<file path="src/hdl/ssc_pkg.sv">
`timescale 1ns / 1ps
// ----------------------------------------------------------------------------
// ssc_pkg
// Shared types and constants of the serial stick command decoder.
// ----------------------------------------------------------------------------
package ssc_pkg;

  // Number of characters that follow an argument command letter.
  localparam int ArgDigits = 4;

  localparam int StickW = 15;   // width of the signed stick command values
  localparam int AccumW = 14;   // width of the argument magnitude
  localparam int CountW = 17;   // width of the hold counter
  localparam int ChanW  = 12;   // width of a live receiver channel

  localparam logic [ChanW-1:0]    CenterReset   = 12'd1502;
  localparam logic [StickW-1:0]   FloorReset    = 15'd1700;
  localparam logic [StickW-1:0]   ThrottleReset = 15'd1100;
  localparam logic [AccumW-1:0]   AccumMax      = 14'd9999;
  localparam logic [CountW-1:0]   CountMax      = '1;

  localparam logic [9:0]  AdjustmentReset  = 10'd100;
  localparam logic [15:0] HoldLimitReset   = 16'd100;
  localparam logic [11:0] ArmThrottleReset = 12'd1100;

  // Command letters.
  localparam logic [7:0] ChArm    = 8'h61;  // 'a'
  localparam logic [7:0] ChClear  = 8'h71;  // 'q'
  localparam logic [7:0] ChCenter = 8'h73;  // 's'
  localparam logic [7:0] ChThr    = 8'h74;  // 't'
  localparam logic [7:0] ChRoll   = 8'h72;  // 'r'
  localparam logic [7:0] ChPitch  = 8'h70;  // 'p'
  localparam logic [7:0] ChFloor  = 8'h6D;  // 'm'
  localparam logic [7:0] ChNorth  = 8'h78;  // 'x'
  localparam logic [7:0] ChEast   = 8'h7A;  // 'z'
  localparam logic [7:0] ChSouth  = 8'h79;  // 'y'
  localparam logic [7:0] ChWest   = 8'h75;  // 'u'

  // Argument characters.
  localparam logic [7:0] ChSpace  = 8'h20;
  localparam logic [7:0] ChTab    = 8'h09;
  localparam logic [7:0] ChCr     = 8'h0D;
  localparam logic [7:0] ChPlus   = 8'h2B;
  localparam logic [7:0] ChMinus  = 8'h2D;
  localparam logic [7:0] ChZero   = 8'h30;
  localparam logic [7:0] ChNine   = 8'h39;

  // Configuration register indexes.
  localparam logic [1:0] RegAdjustment  = 2'd0;
  localparam logic [1:0] RegHoldLimit   = 2'd1;
  localparam logic [1:0] RegArmThrottle = 2'd2;

  typedef enum logic [2:0] {
    TGT_NONE     = 3'd0,
    TGT_THROTTLE = 3'd1,
    TGT_ROLL     = 3'd2,
    TGT_PITCH    = 3'd3,
    TGT_FLOOR    = 3'd4
  } target_t;

  typedef enum logic [2:0] {
    PH_SKIP   = 3'b001,
    PH_DIGITS = 3'b010,
    PH_DONE   = 3'b100
  } phase_t;

  typedef struct packed {
    phase_t            phase;
    logic              negative;
    logic [AccumW-1:0] accum;
  } arg_state_t;

  typedef struct packed {
    logic [9:0]  adjustment;
    logic [15:0] hold_limit;
    logic [11:0] arm_throttle;
  } cfg_t;

  typedef struct packed {
    logic signed [StickW-1:0] pitch;
    logic signed [StickW-1:0] roll;
    logic [3:0]               dir_flags;
    logic [CountW-1:0]        hold_count;
  } tick_t;

endpackage

</file>
<file path="src/hdl/ssc_in_if.sv">
`timescale 1ns / 1ps
// ----------------------------------------------------------------------------
// ssc_in_if
// Request channel carrying received bytes and control loop ticks.
// ----------------------------------------------------------------------------
interface ssc_in_if;
  logic        valid;
  logic        ready;
  logic        mode;
  logic [7:0]  rx_byte;
  logic [11:0] rc_pitch;
  logic [11:0] rc_roll;

  modport source (output valid, mode, rx_byte, rc_pitch, rc_roll, input ready);
  modport sink   (input valid, mode, rx_byte, rc_pitch, rc_roll, output ready);
endinterface

</file>
<file path="src/hdl/ssc_out_if.sv">
`timescale 1ns / 1ps
// ----------------------------------------------------------------------------
// ssc_out_if
// Result channel carrying the stick command values.
// ----------------------------------------------------------------------------
interface ssc_out_if;
  logic               valid;
  logic               ready;
  logic               armed;
  logic signed [14:0] throttle;
  logic signed [14:0] pitch;
  logic signed [14:0] roll;
  logic               clear_store;
  logic [3:0]         directions;

  modport source (output valid, armed, throttle, pitch, roll, clear_store, directions,
                  input ready);
  modport sink   (input valid, armed, throttle, pitch, roll, clear_store, directions,
                  output ready);
endinterface

</file>
<file path="src/hdl/serial_stick_command_decoder_top.sv">
`timescale 1ns / 1ps
// ----------------------------------------------------------------------------
// serial_stick_command_decoder_top
// Decodes one-letter serial commands and loop ticks into stick commands.
// ----------------------------------------------------------------------------
// Usage. Requests arrive on the cmd channel (valid/ready). A request with
// mode 0 carries one received serial byte; a request with mode 1 is a
// control loop tick. Every request produces exactly one result on the stick
// channel, showing armed, throttle, pitch, roll, directions and the one-shot
// clear_store flag as they stand after that request.
// A request is captured in the input register; decode and state update work
// from there and load the result register and the state together. One
// request is taken every cycle while the receiver does not stall.
// The state update sits between the input register and the result
// register, so back-to-back requests see each other's effects.
// When the receiver stalls, the result register holds its value and the
// input register holds the next request; cmd.ready drops only when both are
// full and the receiver is not taking the result.
// The three configuration registers are written over the APB-style port and
// should be changed only while no request is in flight.
// Reset (rst, synchronous) empties both registers, disarms, cancels any
// pending argument and restores centres 1502, throttle 1100, floor 1700 and
// the configuration defaults.
// ----------------------------------------------------------------------------
module serial_stick_command_decoder_top (
  input  logic        clk,
  input  logic        rst,
  ssc_in_if.sink      cmd,
  ssc_out_if.source   stick,
  input  logic        psel,
  input  logic        penable,
  input  logic        pwrite,
  input  logic [3:0]  paddr,
  input  logic [31:0] pwdata,
  output logic [31:0] prdata,
  output logic        pready
);
  import ssc_pkg::*;

  cfg_t cfg;

  ssc_cfg_regs u_cfg (
    .clk     (clk),
    .rst     (rst),
    .psel    (psel),
    .penable (penable),
    .pwrite  (pwrite),
    .paddr   (paddr),
    .pwdata  (pwdata),
    .prdata  (prdata),
    .pready  (pready),
    .cfg     (cfg)
  );

  // Input register.
  logic        in_valid;
  logic        in_mode;
  logic [7:0]  in_byte;
  logic [11:0] in_pitch;
  logic [11:0] in_roll;
  logic        advance;

  // The input register moves on whenever the result register is free or
  // is being emptied in the same cycle.
  assign advance   = in_valid && (!stick.valid || stick.ready);
  assign cmd.ready = !in_valid || advance;

  always_ff @(posedge clk) begin
    if (rst) begin
      in_valid <= 1'b0;
    end else if (cmd.ready) begin
      in_valid <= cmd.valid;
    end
  end

  always_ff @(posedge clk) begin
    if (cmd.ready && cmd.valid) begin
      in_mode  <= cmd.mode;
      in_byte  <= cmd.rx_byte;
      in_pitch <= cmd.rc_pitch;
      in_roll  <= cmd.rc_roll;
    end
  end

  // Decoder state.
  logic                     armed_flag,     armed_flag_next;
  target_t                  pending_target, pending_target_next;
  logic [2:0]               bytes_left,     bytes_left_next;
  arg_state_t               arg,            arg_next;
  logic [3:0]               dir_flags,      dir_flags_next;
  logic [CountW-1:0]        hold_count,     hold_count_next;
  logic [ChanW-1:0]         center_pitch,   center_pitch_next;
  logic [ChanW-1:0]         center_roll,    center_roll_next;
  logic signed [StickW-1:0] floor_throttle, floor_throttle_next;
  logic signed [StickW-1:0] throttle_reg,   throttle_reg_next;
  logic signed [StickW-1:0] pitch_reg,      pitch_reg_next;
  logic signed [StickW-1:0] roll_reg,       roll_reg_next;
  logic                     clear_next;

  arg_state_t               arg_parsed;
  tick_t                    tick_res;
  logic signed [StickW-1:0] arg_value;
  logic [2:0]               bytes_dec;

  ssc_arg_parse u_parse (
    .cur (arg),
    .ch  (in_byte),
    .nxt (arg_parsed)
  );

  ssc_tick u_tick (
    .center_pitch (center_pitch),
    .center_roll  (center_roll),
    .dir_flags    (dir_flags),
    .hold_count   (hold_count),
    .cfg          (cfg),
    .res          (tick_res)
  );

  assign bytes_dec = bytes_left - 3'd1;
  // The argument value is taken after this character has been parsed.
  assign arg_value = arg_parsed.negative ? -signed'(StickW'(arg_parsed.accum))
                                         :  signed'(StickW'(arg_parsed.accum));

  always_comb begin
    armed_flag_next     = armed_flag;
    pending_target_next = pending_target;
    bytes_left_next     = bytes_left;
    arg_next            = arg;
    dir_flags_next      = dir_flags;
    hold_count_next     = hold_count;
    center_pitch_next   = center_pitch;
    center_roll_next    = center_roll;
    floor_throttle_next = floor_throttle;
    throttle_reg_next   = throttle_reg;
    pitch_reg_next      = pitch_reg;
    roll_reg_next       = roll_reg;
    clear_next          = 1'b0;

    if (!in_mode) begin
      if ((pending_target != TGT_NONE) && (bytes_left != 3'd0)) begin
        // Argument character: letters here are never commands.
        arg_next        = arg_parsed;
        bytes_left_next = bytes_dec;
        if (bytes_dec == 3'd0) begin
          case (pending_target)
            TGT_THROTTLE: throttle_reg_next = (arg_value > floor_throttle) ? arg_value
                                                                         : floor_throttle;
            TGT_ROLL:     roll_reg_next       = arg_value;
            TGT_PITCH:    pitch_reg_next      = arg_value;
            TGT_FLOOR:    floor_throttle_next = arg_value;
            default: ;
          endcase
          pending_target_next = TGT_NONE;
        end
      end else begin
        case (in_byte)
          ChArm: begin
            armed_flag_next   = !armed_flag;
            throttle_reg_next = signed'(StickW'(cfg.arm_throttle));
          end
          ChClear: clear_next = 1'b1;
          ChCenter: begin
            center_pitch_next = in_pitch;
            center_roll_next  = in_roll;
            pitch_reg_next    = signed'(StickW'(in_pitch));
            roll_reg_next     = signed'(StickW'(in_roll));
          end
          ChThr, ChRoll, ChPitch, ChFloor: begin
            // Argument letters are ignored while disarmed.
            if (armed_flag) begin
              case (in_byte)
                ChThr:   pending_target_next = TGT_THROTTLE;
                ChRoll:  pending_target_next = TGT_ROLL;
                ChPitch: pending_target_next = TGT_PITCH;
                default: pending_target_next = TGT_FLOOR;
              endcase
              bytes_left_next   = 3'(ArgDigits);
              arg_next.phase    = PH_SKIP;
              arg_next.negative = 1'b0;
              arg_next.accum    = '0;
            end
          end
          ChNorth: begin
            dir_flags_next  = dir_flags | 4'b0001;
            hold_count_next = '0;
          end
          ChEast: begin
            dir_flags_next  = dir_flags | 4'b0010;
            hold_count_next = '0;
          end
          ChSouth: begin
            dir_flags_next  = dir_flags | 4'b0100;
            hold_count_next = '0;
          end
          ChWest: begin
            dir_flags_next  = dir_flags | 4'b1000;
            hold_count_next = '0;
          end
          default: ;
        endcase
      end
    end else begin
      // Tick: deflect from the centres, then run the hold timer.
      pitch_reg_next  = tick_res.pitch;
      roll_reg_next   = tick_res.roll;
      dir_flags_next  = tick_res.dir_flags;
      hold_count_next = tick_res.hold_count;
    end
  end

  always_ff @(posedge clk) begin
    if (rst) begin
      armed_flag     <= 1'b0;
      pending_target <= TGT_NONE;
      bytes_left     <= 3'd0;
      arg.phase      <= PH_SKIP;
      arg.negative   <= 1'b0;
      arg.accum      <= '0;
      dir_flags      <= 4'd0;
      hold_count     <= '0;
      center_pitch   <= CenterReset;
      center_roll    <= CenterReset;
      floor_throttle <= FloorReset;
      throttle_reg   <= ThrottleReset;
      pitch_reg      <= StickW'(CenterReset);
      roll_reg       <= StickW'(CenterReset);
    end else if (advance) begin
      armed_flag     <= armed_flag_next;
      pending_target <= pending_target_next;
      bytes_left     <= bytes_left_next;
      arg            <= arg_next;
      dir_flags      <= dir_flags_next;
      hold_count     <= hold_count_next;
      center_pitch   <= center_pitch_next;
      center_roll    <= center_roll_next;
      floor_throttle <= floor_throttle_next;
      throttle_reg   <= throttle_reg_next;
      pitch_reg      <= pitch_reg_next;
      roll_reg       <= roll_reg_next;
    end
  end

  // Result register.
  always_ff @(posedge clk) begin
    if (rst) begin
      stick.valid <= 1'b0;
    end else if (advance) begin
      stick.valid <= 1'b1;
    end else if (stick.ready) begin
      stick.valid <= 1'b0;
    end
  end

  always_ff @(posedge clk) begin
    if (advance) begin
      stick.armed       <= armed_flag_next;
      stick.throttle    <= throttle_reg_next;
      stick.pitch       <= pitch_reg_next;
      stick.roll        <= roll_reg_next;
      stick.clear_store <= clear_next;
      stick.directions  <= dir_flags_next;
    end
  end
endmodule

</file>
<file path="src/hdl/ssc_cfg_regs.sv">
`timescale 1ns / 1ps
// ----------------------------------------------------------------------------
// ssc_cfg_regs
// APB-style configuration registers: adjustment, hold limit, arm throttle.
// ----------------------------------------------------------------------------
module ssc_cfg_regs (
  input  logic         clk,
  input  logic         rst,
  input  logic         psel,
  input  logic         penable,
  input  logic         pwrite,
  input  logic [3:0]   paddr,
  input  logic [31:0]  pwdata,
  output logic [31:0]  prdata,
  output logic         pready,
  output ssc_pkg::cfg_t cfg
);
  import ssc_pkg::*;

  logic       wr_en;
  logic [1:0] reg_idx;

  assign pready  = 1'b1;
  assign wr_en   = psel && penable && pwrite && pready;
  assign reg_idx = paddr[3:2];

  always_ff @(posedge clk) begin
    if (rst) begin
      cfg.adjustment   <= AdjustmentReset;
      cfg.hold_limit   <= HoldLimitReset;
      cfg.arm_throttle <= ArmThrottleReset;
    end else if (wr_en) begin
      case (reg_idx)
        RegAdjustment:  cfg.adjustment   <= pwdata[9:0];
        RegHoldLimit:   cfg.hold_limit   <= pwdata[15:0];
        RegArmThrottle: cfg.arm_throttle <= pwdata[11:0];
        default: ;
      endcase
    end
  end

  always_comb begin
    case (reg_idx)
      RegAdjustment:  prdata = {22'd0, cfg.adjustment};
      RegHoldLimit:   prdata = {16'd0, cfg.hold_limit};
      RegArmThrottle: prdata = {20'd0, cfg.arm_throttle};
      default:        prdata = 32'd0;
    endcase
  end
endmodule

</file>
<file path="src/hdl/ssc_arg_parse.sv">
`timescale 1ns / 1ps
// ----------------------------------------------------------------------------
// ssc_arg_parse
// One step of the numeric argument parser: white space, sign, then digits.
// ----------------------------------------------------------------------------
module ssc_arg_parse (
  input  ssc_pkg::arg_state_t cur,
  input  logic [7:0]          ch,
  output ssc_pkg::arg_state_t nxt
);
  import ssc_pkg::*;

  logic              is_digit;
  logic              is_white;
  logic [3:0]        digit;
  logic [CountW-1:0] acc_wide;

  assign is_digit = (ch >= ChZero) && (ch <= ChNine);
  assign is_white = (ch == ChSpace) || ((ch >= ChTab) && (ch <= ChCr));
  assign digit    = 4'(ch - ChZero);
  // Multiply by ten as two shifts, then add the new digit.
  assign acc_wide = (CountW'(cur.accum) << 3) + (CountW'(cur.accum) << 1)
                  + CountW'(digit);

  always_comb begin
    nxt = cur;
    case (cur.phase)
      PH_SKIP: begin
        if (is_white) begin
          nxt = cur;
        end else if ((ch == ChPlus) || (ch == ChMinus)) begin
          nxt.negative = (ch == ChMinus);
          nxt.phase    = PH_DIGITS;
        end else if (is_digit) begin
          nxt.accum = AccumW'(digit);
          nxt.phase = PH_DIGITS;
        end else begin
          nxt.phase = PH_DONE;
        end
      end
      PH_DIGITS: begin
        if (is_digit) begin
          nxt.accum = (acc_wide > CountW'(AccumMax)) ? AccumMax : acc_wide[AccumW-1:0];
        end else begin
          nxt.phase = PH_DONE;
        end
      end
      default: nxt = cur;
    endcase
  end
endmodule

</file>
<file path="src/hdl/ssc_tick.sv">
`timescale 1ns / 1ps
// ----------------------------------------------------------------------------
// ssc_tick
// Control loop tick: deflected pitch and roll, and the direction hold timer.
// ----------------------------------------------------------------------------
module ssc_tick (
  input  logic [11:0]              center_pitch,
  input  logic [11:0]              center_roll,
  input  logic [3:0]               dir_flags,
  input  logic [16:0]              hold_count,
  input  ssc_pkg::cfg_t            cfg,
  output ssc_pkg::tick_t           res
);
  import ssc_pkg::*;

  logic signed [StickW-1:0] adj;
  logic signed [StickW-1:0] cp;
  logic signed [StickW-1:0] cr;
  logic                     expired;

  assign adj = signed'(StickW'(cfg.adjustment));
  assign cp  = signed'(StickW'(center_pitch));
  assign cr  = signed'(StickW'(center_roll));
  assign expired = hold_count > CountW'(cfg.hold_limit);

  always_comb begin
    // South raises pitch, north lowers it; west raises roll, east lowers it.
    res.pitch = cp + (dir_flags[2] ? adj : '0) - (dir_flags[0] ? adj : '0);
    res.roll  = cr + (dir_flags[3] ? adj : '0) - (dir_flags[1] ? adj : '0);
    if (expired) begin
      res.dir_flags  = 4'd0;
      res.hold_count = CountW'(1);
    end else begin
      res.dir_flags  = dir_flags;
      res.hold_count = (hold_count == CountMax) ? hold_count : hold_count + 1'b1;
    end
  end
endmodule

</file>
<file path="src/flat_wrapper.sv">
// flat-port wrapper written by rule: the top's interface ports become plain ports
module serial_stick_command_decoder_top_flat import ssc_pkg::*;
  (clk, rst, psel, penable, pwrite, paddr, pwdata, prdata, pready, cmd_valid, cmd_mode, cmd_rx_byte, cmd_rc_pitch, cmd_rc_roll, cmd_ready, stick_valid, stick_armed, stick_throttle, stick_pitch, stick_roll, stick_clear_store, stick_directions, stick_ready);
  ssc_in_if cmd_i ();
  ssc_out_if stick_i ();
  input  logic clk;
  input  logic rst;
  input  logic psel;
  input  logic penable;
  input  logic pwrite;
  input  logic [3:0] paddr;
  input  logic [31:0] pwdata;
  output logic [31:0] prdata;
  output logic pready;
  input wire logic [$bits(cmd_i.valid)-1:0] cmd_valid;
  input wire logic [$bits(cmd_i.mode)-1:0] cmd_mode;
  input wire logic [$bits(cmd_i.rx_byte)-1:0] cmd_rx_byte;
  input wire logic [$bits(cmd_i.rc_pitch)-1:0] cmd_rc_pitch;
  input wire logic [$bits(cmd_i.rc_roll)-1:0] cmd_rc_roll;
  output wire logic [$bits(cmd_i.ready)-1:0] cmd_ready;
  output wire logic [$bits(stick_i.valid)-1:0] stick_valid;
  output wire logic [$bits(stick_i.armed)-1:0] stick_armed;
  output wire logic [$bits(stick_i.throttle)-1:0] stick_throttle;
  output wire logic [$bits(stick_i.pitch)-1:0] stick_pitch;
  output wire logic [$bits(stick_i.roll)-1:0] stick_roll;
  output wire logic [$bits(stick_i.clear_store)-1:0] stick_clear_store;
  output wire logic [$bits(stick_i.directions)-1:0] stick_directions;
  input wire logic [$bits(stick_i.ready)-1:0] stick_ready;
  assign cmd_i.valid = cmd_valid;
  assign cmd_i.mode = cmd_mode;
  assign cmd_i.rx_byte = cmd_rx_byte;
  assign cmd_i.rc_pitch = cmd_rc_pitch;
  assign cmd_i.rc_roll = cmd_rc_roll;
  assign cmd_ready = cmd_i.ready;
  assign stick_valid = stick_i.valid;
  assign stick_armed = stick_i.armed;
  assign stick_throttle = stick_i.throttle;
  assign stick_pitch = stick_i.pitch;
  assign stick_roll = stick_i.roll;
  assign stick_clear_store = stick_i.clear_store;
  assign stick_directions = stick_i.directions;
  assign stick_i.ready = stick_ready;
  serial_stick_command_decoder_top u_core (.clk(clk), .rst(rst), .cmd(cmd_i), .stick(stick_i), .psel(psel), .penable(penable), .pwrite(pwrite), .paddr(paddr), .pwdata(pwdata), .prdata(prdata), .pready(pready));
endmodule
</file>
<file path="config.mk">
export PLATFORM = sky130hd
export DESIGN_NAME = serial_stick_command_decoder_top_flat
export DESIGN_NICKNAME = d
export VERILOG_FILES = /design/src/hdl/ssc_pkg.sv /design/src/hdl/ssc_in_if.sv /design/src/hdl/ssc_out_if.sv /design/src/hdl/serial_stick_command_decoder_top.sv /design/src/hdl/ssc_cfg_regs.sv /design/src/hdl/ssc_arg_parse.sv /design/src/hdl/ssc_tick.sv /design/src/flat_wrapper.sv
export SDC_FILE = /design/constraint.sdc
export NUM_CORES = 1
export LEC_CHECK = 0
export ABC_AREA = 1
export BUFFER_PORTS_ARGS = -buffer_cell sky130_fd_sc_hd__buf_4
export CAP_MARGIN = 25
export CORE_UTILIZATION = 40
export CTS_BUF_LIST = sky130_fd_sc_hd__clkbuf_2 sky130_fd_sc_hd__clkbuf_4 sky130_fd_sc_hd__clkbuf_8
export DETAILED_ROUTE_END_ITERATION = 8
export HOLD_SLACK_MARGIN = 0.15
export PLACE_DENSITY = 0.63
export RECOVER_POWER = 25
export SLEW_MARGIN = 25
export SYNTH_ARGS = -nofsm -noshare
export SYNTH_HDL_FRONTEND = slang
export SYNTH_SLANG_ARGS = --single-unit
</file>
<file path="constraint.sdc">
create_clock -name clk -period 5.72 [get_ports clk]
set_clock_uncertainty 0.05 [all_clocks]
set_input_delay 0.572 -clock clk [delete_from_list [all_inputs] [get_ports clk]]
set_output_delay 0.572 -clock clk [all_outputs]
set_load 0.01 [all_outputs]
</file>
* Word level (Yosys, flattened, before mapping)
Index checks and enable logic that the tools add are counted.
Storage, ports and cells: output and inout port bits 86, ROM bits 0, memory bits (writable) 0, bits in latches 0, bits in registers 254, logic and storage cells 170, memories kept 0
Cells by class: multiplexer cells 59, bitwise logic cells 2, shifts and indexed selects 0, eq/ne operators 29, reductions and logical operators 34, div/mod/pow operators 0, $add $sub $neg 10, $mul 0, magnitude comparators 7
Operators with widths (number):
- $mux W15 | 17
- $eq A8 B7 Y1 const B | 11
- $mux W18 | 4
- $mux W17 | 4
- $mux W14 | 4
- $pmux W16 S3 | 1
- $mux W10 | 4
- $mux W3 | 10
- $pmux W14 S2 | 1
- $sub A13 B10 Y14 | 2
- $add A12 B10 Y13 | 2
- $eq A8 B6 Y1 const B | 3
- $mux W21 | 1
- $add A17 B1 Y17 const B | 1
- $add A17 B15 Y17 | 1
- $add A17 B4 Y17 | 1
- $eq A17 B17 Y1 const B | 1
- $gt A17 B14 Y1 const B | 1
- $gt A17 B16 Y1 | 1
- $pmux W4 S4 | 1
- $gt A15 B15 Y1 | 1
- $neg A14 Y15 | 1
- $ne A3 B3 Y1 const B | 4
- $reduce_and A4 Y1 | 3
- other kinds (30) | 61

* Depth between registers and ports, before layout
depth after elaboration 14, gate-level depth with buffers 45, gate-level depth less buffers 45

* Hierarchy
Synthesis repeated with hierarchy kept, for this count alone.
Second synthesis, totals: cell total of the unflattened synthesis 2419, area total of the unflattened synthesis 16932.5 sq um
Modules (own cells, without submodules):
- serial_stick_command_decoder_top | times used 1, sequential area each 5165.0 sq um, cells each 1242, area an instance 10127.2 sq um
- ssc_tick | times used 1, sequential area each 0.0 sq um, cells each 557, area an instance 3230.6 sq um
- ssc_cfg_regs | times used 1, sequential area each 760.7 sq um, cells each 300, area an instance 1903.1 sq um
- ssc_arg_parse | times used 1, sequential area each 0.0 sq um, cells each 320, area an instance 1671.6 sq um

* Worst setup path after synthesis
No wires, ideal clock.
path kind register -> register, start point reg u_core.arg[0] in the netlist's numbering, end point reg u_core.stick.throttle[1], data pin, arrival 5.191 ns, required time 5.402 ns, stages on the path, launching flop included 41, slack 0.211 ns, period minus slack after synthesis 5.509 ns, path buffers 1, cells stage by stage dfxtp_1 > inv_1 > fa_1 > inv_1 > fa_1 > nand2_1 > nand2_1 > nand3_2 > nand2_2 > nand3_1 > nand2_1 > nand2_2 > nand3_4 > nor2_8 > nand2_4 > o21ai_2 > nand2_2 > inv_1 > [... 5 more ...] > inv_2 > nand2_2 > xor2_2 > inv_1 > ha_1 > nand2_1 > inv_1 > o21ai_0 > nand2_1 > a21oi_1 > nand3_1 > nand3_1 > clkbuf_1 > a21oi_1 > o21ai_0 > nand3_1 > o21ai_0 > o21ai_0
Between the ends: cells in the longest elaborated chain, start to end 14
RTL lines:
- start, declared | RTL line serial_stick_command_decoder_top.sv:89 | arg_state_t arg, arg_next;
- start signal, assigned | RTL line serial_stick_command_decoder_top.sv:232 | arg <= arg_next;
- $add A17 B15 Y17 | RTL line ssc_arg_parse.sv:22 | assign acc_wide = (CountW'(cur.accum) << 3) + (CountW'(cur.accum) << 1)
- $add A17 B4 Y17 | RTL line ssc_arg_parse.sv:23 | + CountW'(digit);
- $gt A17 B14 Y1 | RTL line ssc_arg_parse.sv:43 | nxt.accum = (acc_wide > CountW'(AccumMax)) ? AccumMax : acc_wide[AccumW-1:0];
- $mux W14 | RTL line ssc_arg_parse.sv:43
- $mux W14 | RTL line ssc_arg_parse.sv:42 | if (is_digit) begin
- $pmux W14 S2 (*) | RTL line ssc_arg_parse.sv:27 | case (cur.phase)
- $neg A14 Y15 | RTL line serial_stick_command_decoder_top.sv:122 | assign arg_value = arg_parsed.negative ? -signed'(StickW'(arg_parsed.accum))
- $mux W15 (*) | RTL line serial_stick_command_decoder_top.sv:122
- net u_core.arg_value[8] | RTL line serial_stick_command_decoder_top.sv:102 | logic signed [StickW-1:0] arg_value;
- $gt A15 B15 Y1 (*) | RTL line serial_stick_command_decoder_top.sv:147 | TGT_THROTTLE: throttle_reg_next = (arg_value > floor_throttle) ? arg_value
- $mux W15 (*) | RTL line serial_stick_command_decoder_top.sv:147
- $mux W15 (*) | RTL line serial_stick_command_decoder_top.sv:146 | case (pending_target)
- $mux W15 (*) | RTL line serial_stick_command_decoder_top.sv:145 | if (bytes_dec == 3'd0) begin
- $mux W15 (*) | RTL line serial_stick_command_decoder_top.sv:141 | if ((pending_target != TGT_NONE) && (bytes_left != 3'd0)) begin
- $mux W15 (*) | RTL line serial_stick_command_decoder_top.sv:140 | if (!in_mode) begin
- net u_core.throttle_reg_next[1] | RTL line serial_stick_command_decoder_top.sv:95 | logic signed [StickW-1:0] throttle_reg, throttle_reg_next;
- end signal, assigned | RTL line serial_stick_command_decoder_top.sv:258 | stick.throttle <= throttle_reg_next;
- end, declared | RTL line ssc_out_if.sv:16 | modport source (output valid, armed, throttle, pitch, roll, clear_store, directions,
Mark *: on every way through the listed nets, which the timed path passes. The rest lies on a longest branch. The select of a mux whose other input is x is not followed. A chain may end at the register's enable or synchronous reset.

* Worst setup path after layout
start point reg u_core.in_byte[3], end point reg u_core.throttle_reg[6]
Between the ends: cells in the longest elaborated chain, start to end 14
RTL lines:
- start, declared | RTL line serial_stick_command_decoder_top.sv:58 | logic [7:0] in_byte;
- start signal, assigned | RTL line serial_stick_command_decoder_top.sv:79 | in_byte <= cmd.rx_byte;
- $sub A4 B1 Y4, or another cell as far along | RTL line ssc_arg_parse.sv:20 | assign digit = 4'(ch - ChZero);
- $add A17 B4 Y17 or $logic_and A1 B1 Y1 (tied branches) | RTL line ssc_arg_parse.sv:23, ssc_arg_parse.sv:18
- $gt A17 B14 Y1 or $mux W14 (tied branches) | RTL line ssc_arg_parse.sv:43, ssc_arg_parse.sv:34
- $mux W14, on equally long branches | RTL line ssc_arg_parse.sv:43, ssc_arg_parse.sv:31
- $mux W14 or $mux W18 (tied branches) | RTL line ssc_arg_parse.sv:42, ssc_arg_parse.sv:29
- $pmux W14 S2 | RTL line ssc_arg_parse.sv:27
- $neg A14 Y15 | RTL line serial_stick_command_decoder_top.sv:122
- $mux W15 (*) | RTL line serial_stick_command_decoder_top.sv:122
- net u_core.arg_value[2] | RTL line serial_stick_command_decoder_top.sv:102
- $gt A15 B15 Y1 (*) | RTL line serial_stick_command_decoder_top.sv:147
- $mux W15 (*) | RTL line serial_stick_command_decoder_top.sv:147
- $mux W15 (*) | RTL line serial_stick_command_decoder_top.sv:146
- $mux W15 (*) | RTL line serial_stick_command_decoder_top.sv:145
- $mux W15 (*) | RTL line serial_stick_command_decoder_top.sv:141
- $mux W15 (*) | RTL line serial_stick_command_decoder_top.sv:140
- net u_core.throttle_reg_next[6] | RTL line serial_stick_command_decoder_top.sv:95
- end signal, assigned | RTL line serial_stick_command_decoder_top.sv:225 | throttle_reg <= ThrottleReset;
- end signal, assigned | RTL line serial_stick_command_decoder_top.sv:238 | throttle_reg <= throttle_reg_next;
- end, declared | RTL line serial_stick_command_decoder_top.sv:95
Marks and branches as above.

==> summary.md <==
| Metric | Value |
|---|---|
| Synthesized cell area | `0.0162 mm²` |
| Post-synthesis register bit count | `254` |
| Post-synth EDFFs | `84` |
| Post-Syn Area per Cell | `7.34 µm²` |
| Final worst path period need | `5650 ps` |
| Crit Path Max Fanout | `6` |
| R2R setup slack | `70 ps` |
| Xor/xnor cell area share of the yosys netlist | `0.00960` |
| Largest regs | `u_core.u_cfg.cfg x38, u_core.arg x18, u_core.hold_count x17` |
| Simple-Gate Fraction of Synth Area | `0.215` |
| Commonest non-fill, non-tap cell in the layout | `nand2_1` |
| Largest Register | `u_core.u_cfg.cfg` |
| Tot Pwr | `0.00439 W` |
| Critical path capture point type | `flop` |
| DR vias | `15357` |
| Seq/Total Area, Yosys | `0.367` |
| R2r worst-path depth | `42` |
| Peak VDD IR | `179 µV` |
| Worst reg2reg path startpoint | `u_core.in_byte[3]` |
| Crit path required time | `6220 ps` |
| Max reg flops | `38` |
| Synth Area in Compound Gates | `0.190` |
| Status | `finished, violations left` |
| Adder-Cell Fraction of Synth Area | `0.0985` |
| Die Y-Extent | `203 µm` |
| Full die area | `0.0412 mm²` |
| Share of flip-flops with an asynchronous set or reset | `0` |
| Syn. warnings | `0` |
| Critical path class | `flop to flop` |
| Area contributors post-synth | `dfxtp_1 (21%), edfxtp_1 (16%), nand2_1 (11%)` |
| Failing checks | `capacitance limit, slew limit` |
| Cell taking the most area after synthesis | `dfxtp_1` |
| Worst-case clock buffer depth | `3` |
| Util after Layout | `0.492` |
| Vias per cell | `5.18` |
| FMAX | `0.177 GHz` |
| RSZ-0062 raised after global routing | `true` |
| Worst-path clk slew | `60 ps` |
| Drt initial violations | `1155` |
| Top-level I/O count | `162` |
| Endpoint, Worst Hold | `u_core.u_cfg.cfg[24]` |
| Nets | `2590` |
| # clock sinks | `254` |
| RePlAce Congestion | `0.919` |
| Layout cells sized above 1 | `0.176` |
| Nature of the critical path startpoint | `flop` |
| Area grow syn2layout | `21.4%` |
| Starting density of the core | `0.406` |
| Mux cell area share after synthesis | `0` |
| PnR worst setup slack | `68.7 ps` |
| Total detailed-routing wirelength | `49400 µm` |
| H-Tree Depth | `2` |
| Final Setup Violations | `0` |
| Most frequent cells in the layout | `nand2_1 (451), inv_1 (347), a21oi_1 (196), o21ai_0 (168), dfxtp_1 (168)` |
| LEAKAGE | `9.08 nW` |
| Min-delay src | `pwdata[12]` |
| CTS tree | `built` |
| Worst-margin pin slew | `2320 ps` |
| Hold_ws | `185 ps` |
| Hold Path Depth | `3` |
| Mapped Cells | `2200` |
| Fin crit share | `0.988` |
| Slowest CP cell | `fa_1` |
| Cell mode on critical path | `nand2_1` |
| Slew headroom | `-0.549` |
| Pre-antenna DRT Iters | `6` |
| IO buf count | `126` |
| Pin count of the biggest net entering global routing | `69` |
| Die width | `203 µm` |
| CTS buffer count | `46` |
| Wire per inst | `16.7 µm` |
| Total track usage | `0.233` |
| Root buffer cell | `clkbuf_8` |
| Worst skew pair latency | `610 ps` |
| R2R Path End | `u_core.throttle_reg[6]` |
| Ratio of total power to cell area | `224 mW/mm²` |
| Hpwl dp | `34800 µm` |
| Final Hold Fails | `0` |
| Post-route ant nets | `0` |
| DRC | `0` |
| Vias in the first global route | `14285` |
| Max cap viols | `1` |
| Std-Cell Core Area | `0.0398 mm²` |
| Initial antenna violation count | `0` |
| Slew Viols, Final | `34` |
| Arrival @ worst endpoint | `6150 ps` |
| Crit-path max cell delay | `550 ps` |
| Diodes inserted | `0` |
| Worst min path class | `primary input to flop` |
| Row count | `73` |
| Largest family of logic cells by synthesized area | `simple AND/OR/NAND/NOR gates` |
| Main flop type after synthesis | `dfxtp_1` |
| Remaining Overflow, GRT | `0` |
| Global-route wire length before repair | `75600 µm` |
| Post-place setup slack | `-116 ps` |
| Yosys cell types | `64` |
| Share of the synthesized area in the top cell type | `0.211` |
how the worst max path moves through the flow:
stage / from / endpoint / slack [ps] / cells past startpoint
finish: u_core.in_byte[3] / u_core.throttle_reg[6] / 70 / 42
detailed placement: u_core.arg[0] / u_core.throttle_reg[2] / -120 / 43
global route: u_core.in_byte[3] / u_core.throttle_reg[2] / -230 / 41
CTS: u_core.arg[0] / u_core.throttle_reg[2] / -20 / 41
global placement: u_core.arg[0] / u_core.stick.throttle[7] / 50 / 43
floorplan: u_core.arg[0] / u_core.stick.throttle[1] / 210 / 40
per-layer routing:
metal | wire length [µm] | global-route usage | vias up
met5 | 0 | 0 | -
met4 | 2150 | 0.114 | 0
met3 | 3400 | 0.0465 | 109
met2 | 22200 | 0.373 | 500
met1 | 21600 | 0.301 | 7155
li1 | - | - | 7593
critical path: cells and delay by family (launching register included):
kind | cells | cell delay, ps
buffers and inverters | 8 | 770
adder cells (fa/ha/maj) | 4 | 1220
AND/OR/NAND/NOR | 20 | 1550
flip-flops | 1 | 360
AO/OA/AOI/OAI | 9 | 1400
XOR/XNOR | 1 | 220
power breakdown:
| group | switching, W | leakage, nW | internal [W] | total [W] |
|---|---|---|---|---|
| clock | 0.000819 | 0.534 | 0.00107 | 0.00189 |
| sequential | 0.0000540 | 2.18 | 0.00195 | 0.00200 |
| combinational | 0.000316 | 6.36 | 0.000193 | 0.000509 |
| total | 0.00119 | 9.08 | 0.00321 | 0.00439 |
synth_stat cells, drive strengths merged, types with 17 or more instances:
master / count
a21oi: 209
buf: 34
clkbuf: 67
dfxtp: 170
edfxtp: 84
fa: 22
ha: 92
inv: 368
nand2: 508
nand3: 77
nor2: 151
nor3: 34
o211ai: 46
o21ai: 203
o22ai: 17
what timing repair did:
action / in CTS / in global routing
buffers inserted: 2 / 17
setup endpoints to repair: 12 / 30
pin swaps: 1 / 54
gates cloned: 0 / 1
gates resized for setup: 8 / 108
hold endpoints to repair: 43 / 0
hold buffers: 39 / 0
area by class of cell:
type                    instances  area (µm²)
multi-input cells            1484        8790
inverters                     372        1400
clock inverters                20         178
flip-flops and latches        254        5930
well taps                     525         657
clock buffers                  65         820
fillers                      3986       20200
repair buffers                242        1830
logic make-up after synthesis:
family                     count (synthesis)
AOI/OAI and AO/OA                        533
xor gates and xnor gates                  13
adders and majority gates                114
buffers and inverters                    477
DFF                                      254
other                                      2
and+or+nand+nor                          807
metrics by stage:
stage	instance area, µm²	cells	setup TNS (ps)
3_5_place_dp	17700	2817	-257
5_1_grt	19600	2962	-3940
4_1_cts	19200	2943	-20.4
3_3_place_gp	17700	2817	0
6_report	19600	2962	0
2_1_floorplan	16200	2215	0
(Power assumes the default switching activity.)
